<file path="src/rtl/core/lfu_pkg.sv">
// Shared types and constants for the LFU page replacement core.
`timescale 1ns / 1ps
package lfu_pkg;

  localparam int PAGE_W = 8;
  localparam int CNT_W = 16;
  localparam int FAULT_W = 32;
  localparam int FC_W = 4;
  localparam int APB_DW = 32;
  localparam int APB_AW = 3;

  localparam logic [FC_W-1:0] FRAME_COUNT_RST = 4'd8;
  localparam logic [CNT_W-1:0] CNT_MAX = '1;
  localparam logic [FAULT_W-1:0] FAULT_MAX = '1;

  // Register word index taken from paddr[2]
  localparam logic REG_FRAME_COUNT = 1'b0;

  typedef logic [PAGE_W-1:0] page_t;
  typedef logic [CNT_W-1:0] cnt_t;

  typedef struct packed {
    logic rotate;
    logic upd;
    logic append;
    logic evict;
  } frame_op_t;

endpackage

</file>
<file path="src/rtl/core/lfu_count_mem.sv">
// Use count memory: one write port, one registered read port.
`timescale 1ns / 1ps
module lfu_count_mem #(
  parameter int PAGES = 256,
  parameter int IW = 8
) (
  input  logic                 clk,
  input  logic                 we,
  input  logic [IW-1:0]        waddr,
  input  lfu_pkg::cnt_t        wdata,
  input  logic [IW-1:0]        raddr,
  output lfu_pkg::cnt_t        rdata
);

  lfu_pkg::cnt_t mem_r [PAGES];
  lfu_pkg::cnt_t rdata_r;

  always_ff @(posedge clk) begin
    if (we) begin
      mem_r[waddr] <= wdata;
    end
  end

  always_ff @(posedge clk) begin
    rdata_r <= mem_r[raddr];
  end

  assign rdata = rdata_r;

endmodule

</file>
<file path="src/rtl/core/lfu_frame_file.sv">
// Resident frame list in insertion order, with rotate, append and evict.
`timescale 1ns / 1ps
module lfu_frame_file #(
  parameter int FRAMES = 8,
  parameter int IW = 8,
  parameter int UW = 4,
  parameter int VW = 3
) (
  input  logic                 clk,
  input  lfu_pkg::frame_op_t   op,
  input  logic [UW-1:0]        used,
  input  logic [VW-1:0]        victim,
  input  lfu_pkg::page_t       new_page,
  input  logic [IW-1:0]        new_idx,
  input  lfu_pkg::cnt_t        new_cnt,
  output lfu_pkg::page_t       head_page,
  output logic [IW-1:0]        head_idx,
  output lfu_pkg::cnt_t        head_cnt
);

  lfu_pkg::page_t pages_r [FRAMES];
  logic [IW-1:0]  idxs_r  [FRAMES];
  lfu_pkg::cnt_t  cnts_r  [FRAMES];

  lfu_pkg::page_t pages_nxt [FRAMES];
  logic [IW-1:0]  idxs_nxt  [FRAMES];
  lfu_pkg::cnt_t  cnts_nxt  [FRAMES];

  logic [UW-1:0] used_m1;
  lfu_pkg::cnt_t head_cnt_eff;

  assign used_m1 = used - UW'(1);
  assign head_cnt_eff = op.upd ? new_cnt : cnts_r[0];

  always_comb begin
    for (int i = 0; i < FRAMES; i++) begin
      pages_nxt[i] = pages_r[i];
      idxs_nxt[i] = idxs_r[i];
      cnts_nxt[i] = cnts_r[i];
      if (op.rotate) begin
        if (UW'(i) == used_m1) begin
          pages_nxt[i] = pages_r[0];
          idxs_nxt[i] = idxs_r[0];
          cnts_nxt[i] = head_cnt_eff;
        end else if (UW'(i) < used_m1 && i + 1 < FRAMES) begin
          pages_nxt[i] = pages_r[(i + 1) % FRAMES];
          idxs_nxt[i] = idxs_r[(i + 1) % FRAMES];
          cnts_nxt[i] = cnts_r[(i + 1) % FRAMES];
        end
      end else if (op.append) begin
        if (UW'(i) == used) begin
          pages_nxt[i] = new_page;
          idxs_nxt[i] = new_idx;
          cnts_nxt[i] = new_cnt;
        end
      end else if (op.evict) begin
        if (UW'(i) == used_m1) begin
          pages_nxt[i] = new_page;
          idxs_nxt[i] = new_idx;
          cnts_nxt[i] = new_cnt;
        end else if (VW'(i) >= victim && UW'(i) < used_m1 && i + 1 < FRAMES) begin
          pages_nxt[i] = pages_r[(i + 1) % FRAMES];
          idxs_nxt[i] = idxs_r[(i + 1) % FRAMES];
          cnts_nxt[i] = cnts_r[(i + 1) % FRAMES];
        end
      end
    end
  end

  always_ff @(posedge clk) begin
    for (int i = 0; i < FRAMES; i++) begin
      pages_r[i] <= pages_nxt[i];
      idxs_r[i] <= idxs_nxt[i];
      cnts_r[i] <= cnts_nxt[i];
    end
  end

  assign head_page = pages_r[0];
  assign head_idx = idxs_r[0];
  assign head_cnt = cnts_r[0];

endmodule

</file>
<file path="src/rtl/core/lfu_page_replacement_core.sv">
// Top level of the LFU page replacement core: sequencer, scan unit and config port.
//
// Input channel: in_valid / in_stall carry one page reference word (in_page).
// Output channel: out_valid / out_stall carry one result word per reference:
// out_page_fault, out_evicted_valid, out_evicted_page, out_fault_total.
// A word is accepted at a rising edge with valid high and stall low.
// Each reference passes through these steps from acceptance to the result
// showing on the output register: the count memory is read at the
// accepting edge, then the count is updated, the resident frames are
// scanned in turn on the shared compare unit, the frame list is updated
// and the output register is loaded. The next reference is accepted only
// after the result is loaded and the sequencer is idle again, so it may be
// taken while that result is still waiting.
// A stalled result holds the output register; the sequencer waits for it
// to drain before loading the next result.
// After reset the count memory is cleared one entry a cycle, with in_stall
// high; frame_count writes are taken throughout.
// frame_count lies at byte address 0 of the APB port, reset value 8.
`timescale 1ns / 1ps
module lfu_page_replacement_core #(
  parameter int FRAMES = 8,
  parameter int PAGES = 256
) (
  input  logic                          clk,
  input  logic                          rst_n,
  input  logic                          in_valid,
  output logic                          in_stall,
  input  logic [7:0]                    in_page,
  output logic                          out_valid,
  input  logic                          out_stall,
  output logic                          out_page_fault,
  output logic                          out_evicted_valid,
  output logic [7:0]                    out_evicted_page,
  output logic [31:0]                   out_fault_total,
  input  logic                          psel,
  input  logic                          penable,
  input  logic                          pwrite,
  input  logic [lfu_pkg::APB_AW-1:0]    paddr,
  input  logic [lfu_pkg::APB_DW-1:0]    pwdata,
  output logic [lfu_pkg::APB_DW-1:0]    prdata,
  output logic                          pready
);

  localparam int IW = (PAGES > 1) ? $clog2(PAGES) : 1;
  localparam int UW = $clog2(FRAMES + 1);
  localparam int VW = (FRAMES > 1) ? $clog2(FRAMES) : 1;
  localparam int LW = (UW > lfu_pkg::FC_W) ? UW : lfu_pkg::FC_W;

  localparam logic [2:0] S_CLR  = 3'd0;
  localparam logic [2:0] S_IDLE = 3'd1;
  localparam logic [2:0] S_INC  = 3'd2;
  localparam logic [2:0] S_SCAN = 3'd3;
  localparam logic [2:0] S_UPD  = 3'd4;
  localparam logic [2:0] S_OUT  = 3'd5;

  function automatic logic [IW-1:0] page_index(input lfu_pkg::page_t p);
    logic [31:0] rem;
    rem = {24'd0, p};
    for (int k = 7; k >= 0; k--) begin
      if (rem >= (32'(PAGES) << k)) begin
        rem = rem - (32'(PAGES) << k);
      end
    end
    return rem[IW-1:0];
  endfunction

  logic [2:0]                  state_r, state_nxt;
  logic [IW-1:0]               clr_addr_r, clr_addr_nxt;
  lfu_pkg::page_t              page_r, page_nxt;
  logic [IW-1:0]               idx_r, idx_nxt;
  lfu_pkg::cnt_t               newcnt_r, newcnt_nxt;
  logic [UW-1:0]               scan_r, scan_nxt;
  logic                        hit_r, hit_nxt;
  lfu_pkg::cnt_t               min_cnt_r, min_cnt_nxt;
  logic [VW-1:0]               victim_r, victim_nxt;
  lfu_pkg::page_t              min_page_r, min_page_nxt;
  logic [UW-1:0]               used_r, used_nxt;
  logic [lfu_pkg::FAULT_W-1:0] fault_r, fault_nxt;
  logic [lfu_pkg::FC_W-1:0]    fc_r, fc_nxt;
  logic                        res_fault_r, res_fault_nxt;
  logic                        res_ev_r, res_ev_nxt;
  lfu_pkg::page_t              res_ev_page_r, res_ev_page_nxt;
  logic                        out_valid_r, out_valid_nxt;
  logic                        out_fault_r, out_fault_nxt;
  logic                        out_ev_r, out_ev_nxt;
  lfu_pkg::page_t              out_ev_page_r, out_ev_page_nxt;
  logic [lfu_pkg::FAULT_W-1:0] out_total_r, out_total_nxt;

  logic                        mem_we;
  logic [IW-1:0]               mem_waddr;
  lfu_pkg::cnt_t               mem_wdata;
  logic [IW-1:0]               mem_raddr;
  lfu_pkg::cnt_t               mem_rdata;
  lfu_pkg::cnt_t               inc_cnt;

  lfu_pkg::frame_op_t          fop;
  lfu_pkg::page_t              head_page;
  logic [IW-1:0]               head_idx;
  lfu_pkg::cnt_t               head_cnt;
  lfu_pkg::cnt_t               head_cnt_eff;
  logic                        head_match;
  logic                        head_less;

  logic [LW-1:0]               limit;
  logic                        cfg_wr;

  lfu_count_mem #(
    .PAGES(PAGES),
    .IW(IW)
  ) u_count_mem (
    .clk(clk),
    .we(mem_we),
    .waddr(mem_waddr),
    .wdata(mem_wdata),
    .raddr(mem_raddr),
    .rdata(mem_rdata)
  );

  lfu_frame_file #(
    .FRAMES(FRAMES),
    .IW(IW),
    .UW(UW),
    .VW(VW)
  ) u_frame_file (
    .clk(clk),
    .op(fop),
    .used(used_r),
    .victim(victim_r),
    .new_page(page_r),
    .new_idx(idx_r),
    .new_cnt(newcnt_r),
    .head_page(head_page),
    .head_idx(head_idx),
    .head_cnt(head_cnt)
  );

  assign cfg_wr = psel && penable && pwrite && (paddr[2] == lfu_pkg::REG_FRAME_COUNT);
  assign pready = 1'b1;
  assign prdata = (paddr[2] == lfu_pkg::REG_FRAME_COUNT) ?
                  lfu_pkg::APB_DW'(fc_r) : '0;

  always_comb begin
    if (fc_r == '0) begin
      limit = LW'(1);
    end else if (LW'(fc_r) > LW'(FRAMES)) begin
      limit = LW'(FRAMES);
    end else begin
      limit = LW'(fc_r);
    end
  end

  assign mem_raddr = page_index(in_page);
  assign inc_cnt = (mem_rdata == lfu_pkg::CNT_MAX) ? mem_rdata : mem_rdata + 1'b1;

  // Shared compare unit: page match, alias update and minimum search
  assign head_match = (head_page == page_r);
  assign head_cnt_eff = (head_idx == idx_r) ? newcnt_r : head_cnt;
  assign head_less = (scan_r == '0) || (head_cnt_eff < min_cnt_r);

  assign in_stall = (state_r != S_IDLE);

  always_comb begin
    state_nxt = state_r;
    clr_addr_nxt = clr_addr_r;
    page_nxt = page_r;
    idx_nxt = idx_r;
    newcnt_nxt = newcnt_r;
    scan_nxt = scan_r;
    hit_nxt = hit_r;
    min_cnt_nxt = min_cnt_r;
    victim_nxt = victim_r;
    min_page_nxt = min_page_r;
    used_nxt = used_r;
    fault_nxt = fault_r;
    fc_nxt = cfg_wr ? pwdata[lfu_pkg::FC_W-1:0] : fc_r;
    res_fault_nxt = res_fault_r;
    res_ev_nxt = res_ev_r;
    res_ev_page_nxt = res_ev_page_r;
    out_valid_nxt = out_valid_r && out_stall;
    out_fault_nxt = out_fault_r;
    out_ev_nxt = out_ev_r;
    out_ev_page_nxt = out_ev_page_r;
    out_total_nxt = out_total_r;
    mem_we = 1'b0;
    mem_waddr = idx_r;
    mem_wdata = newcnt_r;
    fop = '0;

    case (state_r)
      S_CLR: begin
        mem_we = 1'b1;
        mem_waddr = clr_addr_r;
        mem_wdata = '0;
        clr_addr_nxt = clr_addr_r + 1'b1;
        if (clr_addr_r == IW'(PAGES - 1)) begin
          state_nxt = S_IDLE;
        end
      end
      S_IDLE: begin
        if (in_valid) begin
          page_nxt = in_page;
          idx_nxt = mem_raddr;
          state_nxt = S_INC;
        end
      end
      S_INC: begin
        mem_we = 1'b1;
        mem_wdata = inc_cnt;
        newcnt_nxt = inc_cnt;
        scan_nxt = '0;
        hit_nxt = 1'b0;
        victim_nxt = '0;
        state_nxt = (used_r == '0) ? S_UPD : S_SCAN;
      end
      S_SCAN: begin
        fop.rotate = 1'b1;
        fop.upd = (head_idx == idx_r);
        if (head_match) begin
          hit_nxt = 1'b1;
        end
        if (head_less) begin
          min_cnt_nxt = head_cnt_eff;
          victim_nxt = scan_r[VW-1:0];
          min_page_nxt = head_page;
        end
        scan_nxt = scan_r + 1'b1;
        if (scan_r == used_r - 1'b1) begin
          state_nxt = S_UPD;
        end
      end
      S_UPD: begin
        res_fault_nxt = !hit_r;
        res_ev_nxt = 1'b0;
        res_ev_page_nxt = '0;
        if (!hit_r) begin
          if (fault_r != lfu_pkg::FAULT_MAX) begin
            fault_nxt = fault_r + 1'b1;
          end
          if (LW'(used_r) < limit) begin
            fop.append = 1'b1;
            used_nxt = used_r + 1'b1;
          end else if (used_r != '0) begin
            fop.evict = 1'b1;
            res_ev_nxt = 1'b1;
            res_ev_page_nxt = min_page_r;
          end
        end
        state_nxt = S_OUT;
      end
      S_OUT: begin
        if (!out_valid_r || !out_stall) begin
          out_valid_nxt = 1'b1;
          out_fault_nxt = res_fault_r;
          out_ev_nxt = res_ev_r;
          out_ev_page_nxt = res_ev_page_r;
          out_total_nxt = fault_r;
          state_nxt = S_IDLE;
        end
      end
      default: begin
        state_nxt = S_IDLE;
      end
    endcase
  end

  always_ff @(posedge clk) begin
    if (!rst_n) begin
      state_r <= S_CLR;
      clr_addr_r <= '0;
      used_r <= '0;
      fault_r <= '0;
      fc_r <= lfu_pkg::FRAME_COUNT_RST;
      out_valid_r <= 1'b0;
      hit_r <= 1'b0;
      scan_r <= '0;
    end else begin
      state_r <= state_nxt;
      clr_addr_r <= clr_addr_nxt;
      used_r <= used_nxt;
      fault_r <= fault_nxt;
      fc_r <= fc_nxt;
      out_valid_r <= out_valid_nxt;
      hit_r <= hit_nxt;
      scan_r <= scan_nxt;
    end
  end

  always_ff @(posedge clk) begin
    page_r <= page_nxt;
    idx_r <= idx_nxt;
    newcnt_r <= newcnt_nxt;
    min_cnt_r <= min_cnt_nxt;
    victim_r <= victim_nxt;
    min_page_r <= min_page_nxt;
    res_fault_r <= res_fault_nxt;
    res_ev_r <= res_ev_nxt;
    res_ev_page_r <= res_ev_page_nxt;
    out_fault_r <= out_fault_nxt;
    out_ev_r <= out_ev_nxt;
    out_ev_page_r <= out_ev_page_nxt;
    out_total_r <= out_total_nxt;
  end

  assign out_valid = out_valid_r;
  assign out_page_fault = out_fault_r;
  assign out_evicted_valid = out_ev_r;
  assign out_evicted_page = out_ev_page_r;
  assign out_fault_total = out_total_r;

endmodule

</file>
<file path="config.mk">
export PLATFORM = sky130hd
export DESIGN_NAME = lfu_page_replacement_core
export DESIGN_NICKNAME = d
export VERILOG_FILES = /design/src/rtl/core/lfu_pkg.sv /design/src/rtl/core/lfu_count_mem.sv /design/src/rtl/core/lfu_frame_file.sv /design/src/rtl/core/lfu_page_replacement_core.sv
export SDC_FILE = /design/constraint.sdc
export NUM_CORES = 2
export LEC_CHECK = 0
export BUFFER_PORTS_ARGS = -buffer_cell sky130_fd_sc_hd__buf_2
export CAP_MARGIN = 25
export CORE_ASPECT_RATIO = 0.5
export CORE_MARGIN = 2
export CORE_UTILIZATION = 58
export CTS_BUF_LIST = sky130_fd_sc_hd__clkbuf_4 sky130_fd_sc_hd__clkbuf_8
export DETAILED_ROUTE_END_ITERATION = 8
export HOLD_SLACK_MARGIN = 0.03
export PLACE_DENSITY = 0.85
export SLEW_MARGIN = 20
export SYNTH_ARGS = -nofsm -noshare
export SYNTH_HDL_FRONTEND = slang
export SYNTH_MEMORY_MAX_BITS = 65536
export SYNTH_SLANG_ARGS = --single-unit
</file>
<file path="constraint.sdc">
create_clock -name clk -period 16.4 [get_ports clk]
set_input_delay 1.64 -clock clk [delete_from_list [all_inputs] [get_ports clk]]
set_output_delay 1.64 -clock clk [all_outputs]
set_load 0.02 [all_outputs]
</file>
==> impl_metrics.env <==
export IMPL_status="finished, final reports clean"
export IMPL_grt_util_all_layers_pct=29.1
export IMPL_synthesis_area_um2=178000
export IMPL_finalHoldViolCount=0
export IMPL_clk_pin_slew_ns=0.07
export IMPL_viasPerCell=7.01
export IMPL_finalClockSkew_ns=0.0850
export IMPL_synthArstFlopShare_pct=0
export IMPL_cts_setup_buffers=0
export IMPL_cpPeakStageDelay_ns=0.81
export IMPL_htree_levels=6
export IMPL_min_period_over_period_pct=38.0
export IMPL_r2r_end="u_count_mem.mem_r[118][2]"
export IMPL_gp_congestion=0.868
export IMPL_worstMarginPinSlew_ns=1.44
export IMPL_rr_startpoint="u_count_mem.rdata[1]"
export IMPL_cts_tree="done"
export IMPL_die_area_um2=312000
export IMPL_cts_resized=0
export IMPL_yosysSeqAreaShare_pct=76.0
export IMPL_crit_path_cell_trace="buf_8 > buf_4 > buf_12 > buf_4 > buf_4 > mux4_2 > mux2_2 > o22ai_1 > a211oi_1 > a211oi_1 > buf_2 > nor3_1"
export IMPL_crit_start="in_page[1]"
export IMPL_io_buffers=67
export IMPL_fmax_ghz=0.161
export IMPL_path_buf_inv=6
export IMPL_path_depth=12
export IMPL_drive_gt1_share_pct=26.2
export IMPL_reg2reg_depth=9
export IMPL_crit_family="buffers and inverters"
export IMPL_grt_pass1_vias=95827
export IMPL_antenna_found_initial=24
export IMPL_synth_edf_count=4455
export IMPL_synth_commonest_cells="4455 x edfxtp_1, 874 x mux4_2, 557 x mux2i_1, 361 x nor2_1, 342 x nand2_1"
export IMPL_root_buffer="clkbuf_8"
export IMPL_worst_ir_drop_vdd_mv=0.0873
export IMPL_postSynthCellCount=8860
export IMPL_ctsHoldBuffers=0
export IMPL_grt_max_degree=209
export IMPL_yosysMostFrequentCell="edfxtp_1"
export IMPL_drcViolationCount=0
export IMPL_synth_area_top_cells="edfxtp_1 75%, mux4_2 11%, mux2i_1 3.1%"
export IMPL_final_setup_viol_count=0
export IMPL_drtIter0Drc=18008
export IMPL_crit_path_end_kind="flip-flop"
export IMPL_post_route_min_period_ns=6.23
export IMPL_dr_pass1_iters=8
export IMPL_dp_hpwl_um=261000
export IMPL_drv_cap=0
export IMPL_start_kind="input port"
export IMPL_vias=97843
export IMPL_clock_path_buffers=4
export IMPL_cp_endpoint="u_count_mem.rdata[10]"
export IMPL_yosys_area_top_type="edfxtp_1"
export IMPL_slowest_stage="buf_4"
export IMPL_detail_route_wl_per_cell_um=33.5
export IMPL_yosysWarnings=0
export IMPL_ys_types=80
export IMPL_maxSlewViolCount=0
export IMPL_ys_seq_elements=4528
export IMPL_die_h_um=396
export IMPL_rows=143
export IMPL_ios=127
export IMPL_syn_to_final_growth_pct=10.5
export IMPL_cp_data_arrival_time_ns=7.17
export IMPL_syn_avg_cell_area_um2=20.1
export IMPL_drtAntennaViolNets=0
export IMPL_worstPathRequired_ns=17.34
export IMPL_ys_flop_type="edfxtp_1"
export IMPL_fin_nets=9522
export IMPL_rsz0062_at_grt="false"
export IMPL_setup_tns_final_ns=0
export IMPL_drt_wl_total_um=468000
export IMPL_grt_pass1_wl_um=660000
export IMPL_hold_path_class="flip-flop to flip-flop"
export IMPL_utilization_pct=64.6
export IMPL_cts_sinks=4528
export IMPL_clock_latency_ns=1.11
export IMPL_p_leak_nw=62.3
export IMPL_p_per_area_nw_per_um2=110
export IMPL_start_util_pct=58.4
export IMPL_cts_buffers=612
export IMPL_chipWidth_um=787
export IMPL_crit_type="input port to flip-flop"
export IMPL_yosysTopAreaCellShare_pct=75.2
export IMPL_path_max_fanout=112
export IMPL_maxSlewHeadroom_pct=3.10
export IMPL_rrSetupSlack_ns=11.04
export IMPL_grt_overflow=0
export IMPL_core_area_um2=305000
export IMPL_crit_top_cell="buf_4"
## cell usage in the layout (no fill, tap or decap), types with 19 or more instances in the layout
cell type / count
nor4_1: 42
mux2i_1: 557
ha_1: 29
nand3_1: 58
nand2_1: 340
nor2_1: 323
a22o_1: 28
dfxtp_1: 73
o221a_1: 23
edfxtp_1: 4455
o2bb2ai_1: 78
inv_1: 42
nor2b_1: 23
clkbuf_8: 632
xor2_1: 23
nand2b_1: 23
o221ai_1: 31
nand4_1: 27
clkinv_1: 142
buf_2: 67
nor2_2: 32
o21ai_1: 30
and2_1: 21
o22ai_1: 251
clkbuf_4: 200
o221a_2: 52
a22oi_1: 110
conb_1: 29
a211oi_1: 41
nor3_1: 82
a2111oi_0: 65
mux2_2: 102
o21ai_0: 44
nand3b_1: 19
mux4_2: 874
a21oi_1: 96
xnor2_1: 27
buf_4: 407
clkinv_2: 42
## area by class of cell
type / count / area [um^2]
antenna: 6 / 15.0
sequential: 4528 / 135000
timing repair buffer: 530 / 4300
inverter: 45 / 169
fill: 17853 / 108000
tap: 4060 / 5080
clock buffer: 829 / 10200
clock inverter: 226 / 1290
multi-input combinational: 3726 / 40400
## registers in the layout (all words and copies together), names as in the netlist, 3 cells and up
signal,flops
idx_r,8
u_frame_file.idxs_r,64
newcnt_r,16
victim_r,3
out_fault_total,32
scan_r,4
clr_addr_r,8
fault_r,32
u_count_mem.rdata,16
state_r,3
u_frame_file.cnts_r,128
min_page_r,8
res_ev_page_r,8
used_r,4
fc_r,4
out_evicted_page,8
min_cnt_r,16
u_frame_file.pages_r,64
u_count_mem.mem_r,4096
## stage by stage
| step | std cells | hold slack [ns] | area (um^2) | worst slack (ns) | power, mW |
|---|---|---|---|---|---|
| final | 13950 | 0.421 | 197000 | 10.17 | 21.7 |
| after global routing | 13945 | 0.424 | 197000 | 10.07 | 22.2 |
| after CTS | 13916 | 0.423 | 196000 | 10.40 | 21.7 |
| after detailed placement | 12861 | 0.406 | 185000 | 9.27 | 13.6 |
| after global placement | 12850 | 0.400 | 185000 | 9.27 | 13.6 |
| after floorplan | 8887 | 0.400 | 178000 | 3.60 | 13.3 |
## worst min path at each step
stage                     depth (start not counted)  slack [ns]             endpoint              from
final                                             0        0.42  out_evicted_page[2]  res_ev_page_r[2]
after global routing                              0        0.42  out_evicted_page[2]  res_ev_page_r[2]
after CTS                                         0        0.42  out_evicted_page[2]  res_ev_page_r[2]
after detailed placement                          0        0.41  out_evicted_page[6]  res_ev_page_r[6]
after global placement                            0        0.40    out_evicted_valid          res_ev_r
after floorplan                                   0        0.40  out_evicted_page[0]  res_ev_page_r[0]
## routing by layer
| layer | vias to the layer above | part of all wire, % | wire length [um] | GRT usage (%) |
|---|---|---|---|---|
| li1 | 37939 | - | - | - |
| met1 | 49106 | 33 | 153000 | 38.2 |
| met2 | 9147 | 46 | 216000 | 44.7 |
| met3 | 1621 | 15 | 71900 | 9.19 |
| met4 | 30 | 5.7 | 26700 | 14.0 |
| met5 | - | 0.048 | 226 | 0 |
## where the power goes
| group | internal (mW) | switching, mW | leakage, nW |
|---|---|---|---|
| clock network | 4.13 | 4.21 | 6.06 |
| registers | 12.5 | 0.0197 | 40.3 |
| logic | 0.331 | 0.504 | 16.0 |
| total | 17.0 | 4.73 | 62.3 |
## cell families (layout without fill, tap and decap cells)
| family | count (synthesis) | in the layout | share of synthesized area (%) |
|---|---|---|---|
| muxes | 1550 | 1550 | 14.9 |
| other | 2 | 35 | 0.00422 |
| adders and majority gates | 29 | 29 | 0.204 |
| AOI/OAI and AO/OA | 989 | 989 | 4.13 |
| DFF | 4528 | 4528 | 76.0 |
| xor gates and xnor gates | 50 | 50 | 0.246 |
| buffers and inverters | 633 | 1630 | 1.72 |
| and+or+nand+nor | 1079 | 1079 | 2.76 |
Note: power is estimated with default switching activity, not from simulation.
